==> src/rtl/bgrc_pkg.sv <==
// ----------------------------------------------------------------------------
// Tile gradient refinement check: shared package
// Types and fixed constants used by the sample interface and all block modules.
// ----------------------------------------------------------------------------
`default_nettype none

package bgrc_pkg;

    // Fixed widths of the port fields.
    localparam int SAMPLE_W = 32;
    localparam int LEVEL_W  = 4;

    // Reset value of the maximum refinement level register.
    localparam logic [LEVEL_W-1:0] MAX_LEVEL_RESET = 4'd4;

    // Depth of the queue between the front and the back part.
    localparam int QUEUE_DEPTH = 4;
    localparam int QPTR_W      = 2;
    localparam int QCNT_W      = 3;

    // Classification of one sample, produced by the front part.
    typedef struct packed {
        logic chk_left;  // compare with the sample one column earlier
        logic chk_up;    // compare with the sample one row earlier
        logic last;      // final sample of the tile
    } t_item_ctl;

endpackage

`default_nettype wire

==> src/rtl/bgrc_if.sv <==
// ----------------------------------------------------------------------------
// Tile gradient refinement check: channel interfaces
// Valid/ready channels for the sample stream and the result stream.
// ----------------------------------------------------------------------------
`default_nettype none

// Sample channel: one transaction per tile sample.
interface bgrc_samp_if import bgrc_pkg::*; ();
    logic                valid;
    logic                ready;
    logic [SAMPLE_W-1:0] sample;
    logic [LEVEL_W-1:0]  tile_level;

    modport source (output valid, sample, tile_level, input ready);
    modport sink   (input valid, sample, tile_level, output ready);
endinterface

// Result channel: one transaction per completed tile.
interface bgrc_res_if ();
    logic valid;
    logic ready;
    logic refine;
    logic gradient_exceeded;

    modport source (output valid, refine, gradient_exceeded, input ready);
    modport sink   (input valid, refine, gradient_exceeded, output ready);
endinterface

`default_nettype wire

==> src/rtl/bgrc_front.sv <==
// ----------------------------------------------------------------------------
// Tile gradient refinement check: front part
// Accepts samples, tracks the scan position, keeps the row delay line and
// the previous-column history, and classifies each sample for the back part.
// ----------------------------------------------------------------------------
`default_nettype none

module bgrc_front
    import bgrc_pkg::*;
#(
    parameter int TILE_SIDE  = 16,
    parameter int FREQ_COUNT = 4,
    parameter int SW         = 32
) (
    input  wire logic          i_clk,
    input  wire logic          i_rst_n,
    bgrc_samp_if.sink          i_samp,
    input  wire logic          i_q_full,
    output logic               o_fv,
    output logic [SW-1:0]      o_sample,
    output logic [SW-1:0]      o_up_ref,
    output logic [SW-1:0]      o_left_ref,
    output logic [LEVEL_W-1:0] o_level,
    output t_item_ctl          o_ctl
);

    localparam int LINE_DEPTH = TILE_SIDE * FREQ_COUNT;
    localparam int RW = $clog2(TILE_SIDE);
    localparam int FW = (FREQ_COUNT > 1) ? $clog2(FREQ_COUNT) : 1;
    localparam int PW = $clog2(LINE_DEPTH);
    localparam logic [RW-1:0] SIDE_LAST = RW'(TILE_SIDE - 1);
    localparam logic [FW-1:0] FREQ_LAST = FW'(FREQ_COUNT - 1);

    logic [RW-1:0] r_row, n_row;
    logic [RW-1:0] r_col, n_col;
    logic [FW-1:0] r_freq, n_freq;
    logic [PW-1:0] r_pos, n_pos;
    logic          r_fv;
    logic [SW-1:0] r_sample, r_up_ref, r_left_ref;
    logic [LEVEL_W-1:0] r_level;
    t_item_ctl     r_ctl;
    t_item_ctl     w_ctl;
    logic [SW-1:0] w_s;
    logic          w_acc;
    logic          w_row_end;

    // Row delay line and history of the current row, one entry per frequency.
    logic [SW-1:0] r_line [LINE_DEPTH];
    logic [SW-1:0] r_hist [FREQ_COUNT];

    // The stage takes a sample when it is empty or its content moves on.
    assign i_samp.ready = !r_fv || !i_q_full;
    assign w_acc        = i_samp.valid && i_samp.ready;
    assign w_s          = i_samp.sample[SW-1:0];

    // Classification from the current scan position.
    assign w_row_end    = (r_col == SIDE_LAST) && (r_freq == FREQ_LAST);
    always_comb begin
        w_ctl.chk_left = (r_col != '0) && (r_row != SIDE_LAST);
        w_ctl.chk_up   = (r_row != '0) && (r_col != SIDE_LAST);
        w_ctl.last     = w_row_end && (r_row == SIDE_LAST);
    end

    // Next scan position; the tile restarts after its last sample.
    always_comb begin
        n_row  = r_row;
        n_col  = r_col;
        n_freq = r_freq;
        n_pos  = r_pos;
        if (w_acc) begin
            if (r_freq == FREQ_LAST) begin
                n_freq = '0;
                if (r_col == SIDE_LAST) begin
                    n_col = '0;
                    n_row = (r_row == SIDE_LAST) ? '0 : r_row + 1'b1;
                end else begin
                    n_col = r_col + 1'b1;
                end
            end else begin
                n_freq = r_freq + 1'b1;
            end
            n_pos = w_row_end ? '0 : r_pos + 1'b1;
        end
    end

    // Control registers.
    always_ff @(posedge i_clk) begin
        if (!i_rst_n) begin
            r_row  <= '0;
            r_col  <= '0;
            r_freq <= '0;
            r_pos  <= '0;
            r_fv   <= 1'b0;
        end else begin
            r_row  <= n_row;
            r_col  <= n_col;
            r_freq <= n_freq;
            r_pos  <= n_pos;
            if (w_acc) begin
                r_fv <= 1'b1;
            end else if (!i_q_full) begin
                r_fv <= 1'b0;
            end
        end
    end

    // Delay line memory: the old entry is read as the new one is written.
    always_ff @(posedge i_clk) begin
        if (w_acc) begin
            r_line[r_pos] <= w_s;
            r_up_ref      <= r_line[r_pos];
        end
    end

    // Stage payload and the short history giving the previous column.
    always_ff @(posedge i_clk) begin
        if (w_acc) begin
            r_sample   <= w_s;
            r_left_ref <= r_hist[FREQ_COUNT-1];
            r_level    <= i_samp.tile_level;
            r_ctl      <= w_ctl;
            r_hist[0]  <= w_s;
            for (int i = 1; i < FREQ_COUNT; i++) begin
                r_hist[i] <= r_hist[i-1];
            end
        end
    end

    assign o_fv       = r_fv;
    assign o_sample   = r_sample;
    assign o_up_ref   = r_up_ref;
    assign o_left_ref = r_left_ref;
    assign o_level    = r_level;
    assign o_ctl      = r_ctl;

    // After the last sample of a tile the scan starts again at the origin.
    a_restart: assert property (@(posedge i_clk) disable iff (!i_rst_n)
        w_acc && w_ctl.last |=> (r_row == '0) && (r_col == '0) && (r_pos == '0))
        else $error("scan position not cleared after the last sample");

    // The delay line position wraps exactly at the end of each row.
    a_pos_wrap: assert property (@(posedge i_clk) disable iff (!i_rst_n)
        w_acc && !w_row_end |=> r_pos == $past(r_pos) + 1'b1)
        else $error("delay line position out of step with the scan");

endmodule

`default_nettype wire

==> src/rtl/bgrc_queue.sv <==
// ----------------------------------------------------------------------------
// Tile gradient refinement check: item queue
// Small first-in first-out queue between the front and the back part.
// ----------------------------------------------------------------------------
`default_nettype none

module bgrc_queue
    import bgrc_pkg::*;
#(
    parameter int W = 8
) (
    input  wire logic         i_clk,
    input  wire logic         i_rst_n,
    input  wire logic         i_push,
    input  wire logic [W-1:0] i_data,
    output logic              o_full,
    output logic              o_valid,
    output logic [W-1:0]      o_data,
    input  wire logic         i_pop
);

    logic [W-1:0]      r_mem [QUEUE_DEPTH];
    logic [QPTR_W-1:0] r_wp, r_rp;
    logic [QCNT_W-1:0] r_cnt;
    logic              w_push, w_pop;

    assign o_full  = (r_cnt == QCNT_W'(QUEUE_DEPTH));
    assign o_valid = (r_cnt != '0);
    assign o_data  = r_mem[r_rp];
    assign w_push  = i_push && !o_full;
    assign w_pop   = i_pop && o_valid;

    // Pointers and fill count.
    always_ff @(posedge i_clk) begin
        if (!i_rst_n) begin
            r_wp  <= '0;
            r_rp  <= '0;
            r_cnt <= '0;
        end else begin
            if (w_push) begin
                r_wp <= r_wp + 1'b1;
            end
            if (w_pop) begin
                r_rp <= r_rp + 1'b1;
            end
            r_cnt <= r_cnt + QCNT_W'(w_push) - QCNT_W'(w_pop);
        end
    end

    // Entry storage.
    always_ff @(posedge i_clk) begin
        if (w_push) begin
            r_mem[r_wp] <= i_data;
        end
    end

    // The fill count never passes the depth and agrees with the pointers.
    a_count: assert property (@(posedge i_clk) disable iff (!i_rst_n)
        (r_cnt <= QCNT_W'(QUEUE_DEPTH)) &&
        (QPTR_W'(r_cnt) == QPTR_W'(r_wp - r_rp)))
        else $error("queue fill count inconsistent");

endmodule

`default_nettype wire

==> src/rtl/bgrc_back.sv <==
// ----------------------------------------------------------------------------
// Tile gradient refinement check: back part
// Tests each classified sample against its neighbours, keeps the sticky
// excess flag and registers the result of each tile.
// ----------------------------------------------------------------------------
`default_nettype none

module bgrc_back
    import bgrc_pkg::*;
#(
    parameter int SW = 32
) (
    input  wire logic               i_clk,
    input  wire logic               i_rst_n,
    input  wire logic               i_qv,
    input  wire logic [SW-1:0]      i_sample,
    input  wire logic [SW-1:0]      i_up_ref,
    input  wire logic [SW-1:0]      i_left_ref,
    input  wire logic [LEVEL_W-1:0] i_level,
    input  wire t_item_ctl          i_ctl,
    input  wire logic [LEVEL_W-1:0] i_max_level,
    output logic                    o_pop,
    bgrc_res_if.source              o_res
);

    logic          r_flag;
    logic          r_ov;
    logic          r_refine;
    logic          r_gex;
    logic [SW-1:0] w_d_left, w_d_up;
    logic          w_ex_left, w_ex_up, w_ex;
    logic          w_out_free;
    logic          w_pop;
    logic          w_gex;

    // Absolute differences and the quarter test 4*d > ref as d > ref/4.
    assign w_d_left  = (i_sample > i_left_ref) ? i_sample - i_left_ref
                                               : i_left_ref - i_sample;
    assign w_d_up    = (i_sample > i_up_ref) ? i_sample - i_up_ref
                                             : i_up_ref - i_sample;
    assign w_ex_left = i_ctl.chk_left && (w_d_left > (i_left_ref >> 2));
    assign w_ex_up   = i_ctl.chk_up && (w_d_up > (i_up_ref >> 2));
    assign w_ex      = w_ex_left || w_ex_up;
    assign w_gex     = r_flag || w_ex;

    // A final sample waits until the output register can take its result.
    assign w_out_free = !r_ov || o_res.ready;
    assign w_pop      = i_qv && (!i_ctl.last || w_out_free);
    assign o_pop      = w_pop;

    // Sticky flag and output register.
    always_ff @(posedge i_clk) begin
        if (!i_rst_n) begin
            r_flag <= 1'b0;
            r_ov   <= 1'b0;
        end else begin
            if (w_pop) begin
                r_flag <= i_ctl.last ? 1'b0 : w_gex;
            end
            if (w_pop && i_ctl.last) begin
                r_ov <= 1'b1;
            end else if (o_res.ready) begin
                r_ov <= 1'b0;
            end
        end
    end

    // Result payload.
    always_ff @(posedge i_clk) begin
        if (w_pop && i_ctl.last) begin
            r_gex    <= w_gex;
            r_refine <= w_gex && (i_level < i_max_level);
        end
    end

    assign o_res.valid             = r_ov;
    assign o_res.refine            = r_refine;
    assign o_res.gradient_exceeded = r_gex;

    // A completed tile leaves a cleared flag and a pending result.
    a_tile_end: assert property (@(posedge i_clk) disable iff (!i_rst_n)
        w_pop && i_ctl.last |=> !r_flag && o_res.valid)
        else $error("tile end did not clear the flag or raise a result");

    // Refinement is never reported without an excess.
    a_refine: assert property (@(posedge i_clk) disable iff (!i_rst_n)
        o_res.valid && o_res.refine |-> o_res.gradient_exceeded)
        else $error("refine reported without a gradient excess");

endmodule

`default_nettype wire

==> src/rtl/block_gradient_refine_check.sv <==
// ----------------------------------------------------------------------------
// Tile gradient refinement check: top level
// Streams the samples of one image tile and reports whether it needs to be
// split into four children.
// ----------------------------------------------------------------------------
// Samples of a TILE_SIDE x TILE_SIDE tile arrive with the frequency index
// varying fastest, one per transaction; the block takes one sample per cycle
// unless the queue is full. Each sample is checked against the same-frequency
// sample one column earlier (not in the last row) and one row earlier (not in
// the last column); a relative change above one quarter sets a sticky flag.
// After the last sample of a tile one result transaction carries that flag
// and refine = flag AND tile_level < max_refine_level. The rate is set by the
// row delay line, a memory of TILE_SIDE*FREQ_COUNT entries read and written
// once per sample. A four-entry queue decouples the sample side from the
// result side. The delay line needs no clearing after reset: no entry is used
// before it is written. The user must write max_refine_level only while no
// tile is in flight; the block itself does not enforce it.
// ----------------------------------------------------------------------------
`default_nettype none

module block_gradient_refine_check
    import bgrc_pkg::*;
#(
    parameter int TILE_SIDE   = 16,
    parameter int FREQ_COUNT  = 4,
    parameter int SAMPLE_BITS = 32
) (
    input  wire logic               i_clk,
    input  wire logic               i_rst_n,
    bgrc_samp_if.sink               i_samp,
    bgrc_res_if.source              o_res,
    input  wire logic               i_cfg_we,
    input  wire logic [LEVEL_W-1:0] i_cfg_wdata
);

    localparam int SW = (SAMPLE_BITS < SAMPLE_W) ? SAMPLE_BITS : SAMPLE_W;
    localparam int CTL_W = $bits(t_item_ctl);
    localparam int QW = 3 * SW + LEVEL_W + CTL_W;

    logic [LEVEL_W-1:0] r_max_level;

    logic               w_fv;
    logic [SW-1:0]      w_f_sample, w_f_up, w_f_left;
    logic [LEVEL_W-1:0] w_f_level;
    t_item_ctl          w_f_ctl;
    logic               w_q_full, w_q_valid, w_q_pop;
    logic [QW-1:0]      w_q_in, w_q_out;
    logic [SW-1:0]      w_b_sample, w_b_up, w_b_left;
    logic [LEVEL_W-1:0] w_b_level;
    t_item_ctl          w_b_ctl;

    // Maximum refinement level register.
    always_ff @(posedge i_clk) begin
        if (!i_rst_n) begin
            r_max_level <= MAX_LEVEL_RESET;
        end else if (i_cfg_we) begin
            r_max_level <= i_cfg_wdata;
        end
    end

    // Front part: scan position, delay line and classification.
    bgrc_front #(
        .TILE_SIDE  (TILE_SIDE),
        .FREQ_COUNT (FREQ_COUNT),
        .SW         (SW)
    ) u_front (
        .i_clk      (i_clk),
        .i_rst_n    (i_rst_n),
        .i_samp     (i_samp),
        .i_q_full   (w_q_full),
        .o_fv       (w_fv),
        .o_sample   (w_f_sample),
        .o_up_ref   (w_f_up),
        .o_left_ref (w_f_left),
        .o_level    (w_f_level),
        .o_ctl      (w_f_ctl)
    );

    // Queue between the two parts.
    assign w_q_in = {w_f_level, w_f_ctl, w_f_up, w_f_left, w_f_sample};

    bgrc_queue #(
        .W (QW)
    ) u_queue (
        .i_clk   (i_clk),
        .i_rst_n (i_rst_n),
        .i_push  (w_fv),
        .i_data  (w_q_in),
        .o_full  (w_q_full),
        .o_valid (w_q_valid),
        .o_data  (w_q_out),
        .i_pop   (w_q_pop)
    );

    assign {w_b_level, w_b_ctl, w_b_up, w_b_left, w_b_sample} = w_q_out;

    // Back part: gradient tests, sticky flag and result register.
    bgrc_back #(
        .SW (SW)
    ) u_back (
        .i_clk       (i_clk),
        .i_rst_n     (i_rst_n),
        .i_qv        (w_q_valid),
        .i_sample    (w_b_sample),
        .i_up_ref    (w_b_up),
        .i_left_ref  (w_b_left),
        .i_level     (w_b_level),
        .i_ctl       (w_b_ctl),
        .i_max_level (r_max_level),
        .o_pop       (w_q_pop),
        .o_res       (o_res)
    );

endmodule

`default_nettype wire

==> src/flat_wrapper.sv <==
// flat-port wrapper written by rule: the top's interface ports become plain ports
module block_gradient_refine_check_flat import bgrc_pkg::*;
#(
    parameter int TILE_SIDE   = 16,
    parameter int FREQ_COUNT  = 4,
    parameter int SAMPLE_BITS = 32
)
  (i_clk, i_rst_n, i_cfg_we, i_cfg_wdata, i_samp_valid, i_samp_sample, i_samp_tile_level, i_samp_ready, o_res_valid, o_res_refine, o_res_gradient_exceeded, o_res_ready);
  bgrc_samp_if i_samp_i ();
  bgrc_res_if o_res_i ();
  input  wire logic i_clk;
  input  wire logic i_rst_n;
  input  wire logic i_cfg_we;
  input  wire logic [LEVEL_W-1:0] i_cfg_wdata;
  input wire logic [$bits(i_samp_i.valid)-1:0] i_samp_valid;
  input wire logic [$bits(i_samp_i.sample)-1:0] i_samp_sample;
  input wire logic [$bits(i_samp_i.tile_level)-1:0] i_samp_tile_level;
  output wire logic [$bits(i_samp_i.ready)-1:0] i_samp_ready;
  output wire logic [$bits(o_res_i.valid)-1:0] o_res_valid;
  output wire logic [$bits(o_res_i.refine)-1:0] o_res_refine;
  output wire logic [$bits(o_res_i.gradient_exceeded)-1:0] o_res_gradient_exceeded;
  input wire logic [$bits(o_res_i.ready)-1:0] o_res_ready;
  assign i_samp_i.valid = i_samp_valid;
  assign i_samp_i.sample = i_samp_sample;
  assign i_samp_i.tile_level = i_samp_tile_level;
  assign i_samp_ready = i_samp_i.ready;
  assign o_res_valid = o_res_i.valid;
  assign o_res_refine = o_res_i.refine;
  assign o_res_gradient_exceeded = o_res_i.gradient_exceeded;
  assign o_res_i.ready = o_res_ready;
  block_gradient_refine_check #(.TILE_SIDE(TILE_SIDE), .FREQ_COUNT(FREQ_COUNT), .SAMPLE_BITS(SAMPLE_BITS)) u_core (.i_clk(i_clk), .i_rst_n(i_rst_n), .i_samp(i_samp_i), .o_res(o_res_i), .i_cfg_we(i_cfg_we), .i_cfg_wdata(i_cfg_wdata));
endmodule
==> config.mk <==
export PLATFORM = sky130hd
export DESIGN_NAME = block_gradient_refine_check_flat
export DESIGN_NICKNAME = d
export VERILOG_FILES = /design/src/rtl/bgrc_pkg.sv /design/src/rtl/bgrc_if.sv /design/src/rtl/bgrc_front.sv /design/src/rtl/bgrc_queue.sv /design/src/rtl/bgrc_back.sv /design/src/rtl/block_gradient_refine_check.sv /design/src/flat_wrapper.sv
export SDC_FILE = /design/constraint.sdc
export NUM_CORES = 2
export LEC_CHECK = 0
export BUFFER_PORTS_ARGS = -buffer_cell sky130_fd_sc_hd__buf_2
export CORE_UTILIZATION = 35
export CTS_CLUSTER_SIZE = 14
export DETAILED_ROUTE_END_ITERATION = 16
export SLEW_MARGIN = 25
export SYNTH_ARGS = -nofsm -noshare
export SYNTH_HDL_FRONTEND = slang
export SYNTH_SLANG_ARGS = --single-unit
==> constraint.sdc <==
create_clock -name i_clk -period 14.5 [get_ports i_clk]
set_input_delay 1.45 -clock i_clk [delete_from_list [all_inputs] [get_ports i_clk]]
set_output_delay 1.45 -clock i_clk [all_outputs]
set_load 0.01 [all_outputs]
==> impl_results.md <==
* Status: finished, final reports clean
* Setup TNS at 0 ns
* Antenna violations before repair at 16
* CTS Buf Count at approximately 280
* Syn Inst Count at between 5000 and 6000
* PostCTS Resize Cnt at 0
* Initial core utilization at around a third
* Clk buf depth at 4
* Endpoints failing hold at 0
* Max frequency at 113 MHz
* Die height at 548 um
* Fin worst setup slack at roughly 5.6 ns
* VDD IR-drop max at 0.146 mV
* Final setup vio count at 0
* Mean Syn Cell Area at roughly 17 um2
* Synth Warn # at 0
* Commonest cells post-synth: edfxtp_1, a22oi_1, clkbuf_1
* IO Pins at 49
* Design Area, Final at 118000 um2
* Worst slew margin at approximately 18%
* CP Max Fanout at 42
* Fraction of layout instances using a drive strength above 1 at 12.7%
* Worst-margin pin slew at 1.22 ns
* Synth Net Count at 6211
* Register clock-pin slew on the reported worst setup and hold paths at 0.06 ns
* Worst setup SP type: register
* WS Path Type: reg2reg
* DP Wirelength at 172 mm
* Vias per inst at 5.77
* # DRC at 0
* Clock Power Share at 30.5%
* Worst Hold Class: reg2reg
* Sequential Power Share at 40.5%
* Slew Viols, Final at 0
* Grt ovf at 0
* Synth top area cells: edfxtp_1, a22oi_1, ha_1
* Comb power frac at 29.0%
* Crit share post-route at 61.1%
* Cell Area, Placed at around 110000 um2
* Clk_lat worst skew at approximately 0.86 ns
* Final Critical Period at just under 9 ns
* CTS sink count at around 2700
* Required @ worst endpoint at 15.07 ns
* Total number of vias at 58900
* RSZ-0062 raised after global routing: no
* Synth cell types at 88
* Yosys reg bits at between 2000 and 3000
* Hold-fix buffers at CTS at 0
* Pwr dens at 186 nW/um2
* CTS tree: yes
* Layout fillers at 26300
* Die ar. at 300000 um2
* Lkg Pwr at 37.2 nW
* Post-Place Cells at 9736
* Total Routed Length at roughly 300 mm
* Arr. time, crit path at 9.44 ns
* Top cell type's share of synthesized area at 76.7%
* Global Route Usage Sum at roughly a fifth
* Final Non-Filler Cells at 10200
* CP endpoint kind: register
* Net Sw Frac at about a third
* Clock Root Buffer: clkbuf_16
* Setup WS pre-CTS at 5.59 ns
* Fin Hold WS at between 0.4 and 0.5 ns
* Initial DRC Count at 7001
* GP Congestion at 0.884
* Synth-to-Final Area Change at 13.7%
* First-pass GRT wire length at roughly 420 mm
* Fin nets at 6347
* Int Pwr at 14.8 mW
* Overall power at 22.0 mW
* Top-count cell post-synth: edfxtp_1
* Sequential share of the synthesized area at around 77%
* Standard-cell rows at 199
* Worst Skew at 0.0931 ns
* Number of max-cap violations at 0
* # port buffers at 48
* TritonRoute pass-1 iters at 6
* H-tree Lvls at 5
* Post-CTS Repair Setup Buffers at 0
* Asr flop ratio synth at 0%
* Post-Syn Area at 104000 um2
* Vias in the first global route at approximately 57000
* Post-synth EDFFs at 2661
* Largest net degree at the start of global routing at 103
* Final ANT Viol Nets at 0
* Die X at 548 um
* Main synth FF type: edfxtp_1
* Psw at 7.15 mW
* Wire per inst at 29.2 um
* Reg2Reg Setup Slack at 5.64 ns
* Fin util at 40.1%
* Core Region at slightly below 300000 um2
* Synth area leader: edfxtp_1
## cell families after synthesis
group           after synthesis  synth area share (%)
xor+xnor                     72                 0.605
buf+inv                     493                  1.87
mux                         131                  2.51
fa+ha+maj                   206                  2.51
simple gates                607                  2.96
flops                      2693                  77.3
compound gates             1758                  12.2
## cell usage in the layout (no fill, tap or decap), types with 13 or more instances in the layout
cell type     n
a211oi_1     23
a21o_1       38
a21oi_1     250
a221oi_1    207
a22o_1      200
a22oi_1     629
a31oi_1     209
and3_1       14
buf_12       14
buf_2        33
buf_4       162
bufinv_16    13
clkbuf_1     51
clkbuf_16   279
clkinv_1     61
clkinv_2     41
dfxtp_1      30
edfxtp_1   2661
ha_1        201
inv_1       140
mux2i_1      19
mux4_2      103
nand2_1     117
nand3_1      67
nand4_1     107
nor2_1       96
nor2_4       64
nor2b_1      18
nor3_1       16
nor4_1       30
o211ai_1     15
o21a_1       13
o21ai_0      77
o21bai_1     26
xnor2_1      45
xor2_1       27
## sequential cells by signal (all words and copies together) (netlist names), 2 cells and up, named ones only
name,flops
u_core.u_queue.r_rp,2
u_core.u_front.r_pos,6
u_core.u_front.o_ctl,3
u_core.u_front.r_hist,128
u_core.u_queue.r_mem,412
u_core.u_queue.r_wp,2
u_core.u_front.o_up_ref,32
u_core.u_front.r_col,4
u_core.r_max_level,4
u_core.u_front.r_row,4
u_core.u_front.o_level,4
u_core.u_front.r_line,2048
u_core.u_front.o_left_ref,32
u_core.u_front.r_freq,2
u_core.u_queue.r_cnt,3
## path summary, 6_finish.rpt
kind | startpoint | to | depth (start not counted)
worst max-delay path | register | u_core.u_back.o_res.refine | 22
worst min-delay path | u_core.u_front.r_hist[3][9] | u_core.u_front.o_left_ref[9] | 0
worst max register to register | register | u_core.u_back.o_res.refine | 22
worst min register to register | u_core.u_front.r_hist[3][9] | u_core.u_front.o_left_ref[9] | 0
## cell type report
class | count | area, um2 | area share [%]
inverter | 142 | 541 | 0.456
sequential | 2693 | 80600 | 68.0
tap | 3919 | 4900 | 4.14
timing repair buffer | 210 | 1690 | 1.43
antenna | 5 | 12.5 | 0.0106
clock inverter | 143 | 1230 | 1.04
multi-input combinational | 2774 | 22300 | 18.8
clock buffer | 331 | 7190 | 6.07
## layer usage
metal | routed length, um | up-vias | track usage, %
met1 | 124000 | 30600 | 26.9
met3 | 25100 | 427 | 3.12
met4 | 7920 | 4 | 5.42
met2 | 141000 | 2883 | 31.4
li1 | - | 25000 | -
met5 | 34 | - | 0
## power by group through the flow
stage,Sequential [mW],Clock (mW),Combinational [mW]
floorplan,9.01,0,4.37
global placement,9.06,0,6.40
detailed placement,9.07,0,6.31
CTS,8.91,6.81,6.35
global route,8.92,7.09,6.96
finish,8.90,6.71,6.39
## worst max-delay path, cell delays in order, from the launching register on
cell,delay (ns)
dfxtp_4,0.68
buf_4,0.78
mux4_2,0.62
inv_1,0.18
ha_1,0.47
a21oi_1,0.39
o21ai_1,0.14
a211o_1,0.33
o211ai_2,0.28
o21a_1,0.48
buf_4,0.35
mux2_4,0.35
a221oi_4,0.39
xnor2_1,0.12
ha_1,0.31
nand4_1,0.17
nor4_1,0.70
nand3_1,0.22
a21oi_1,0.22
nand2_1,0.09
nor4_1,0.87
o32ai_2,0.21
and3b_1,0.22
No activity file was read; power rests on OpenSTA's default activity.
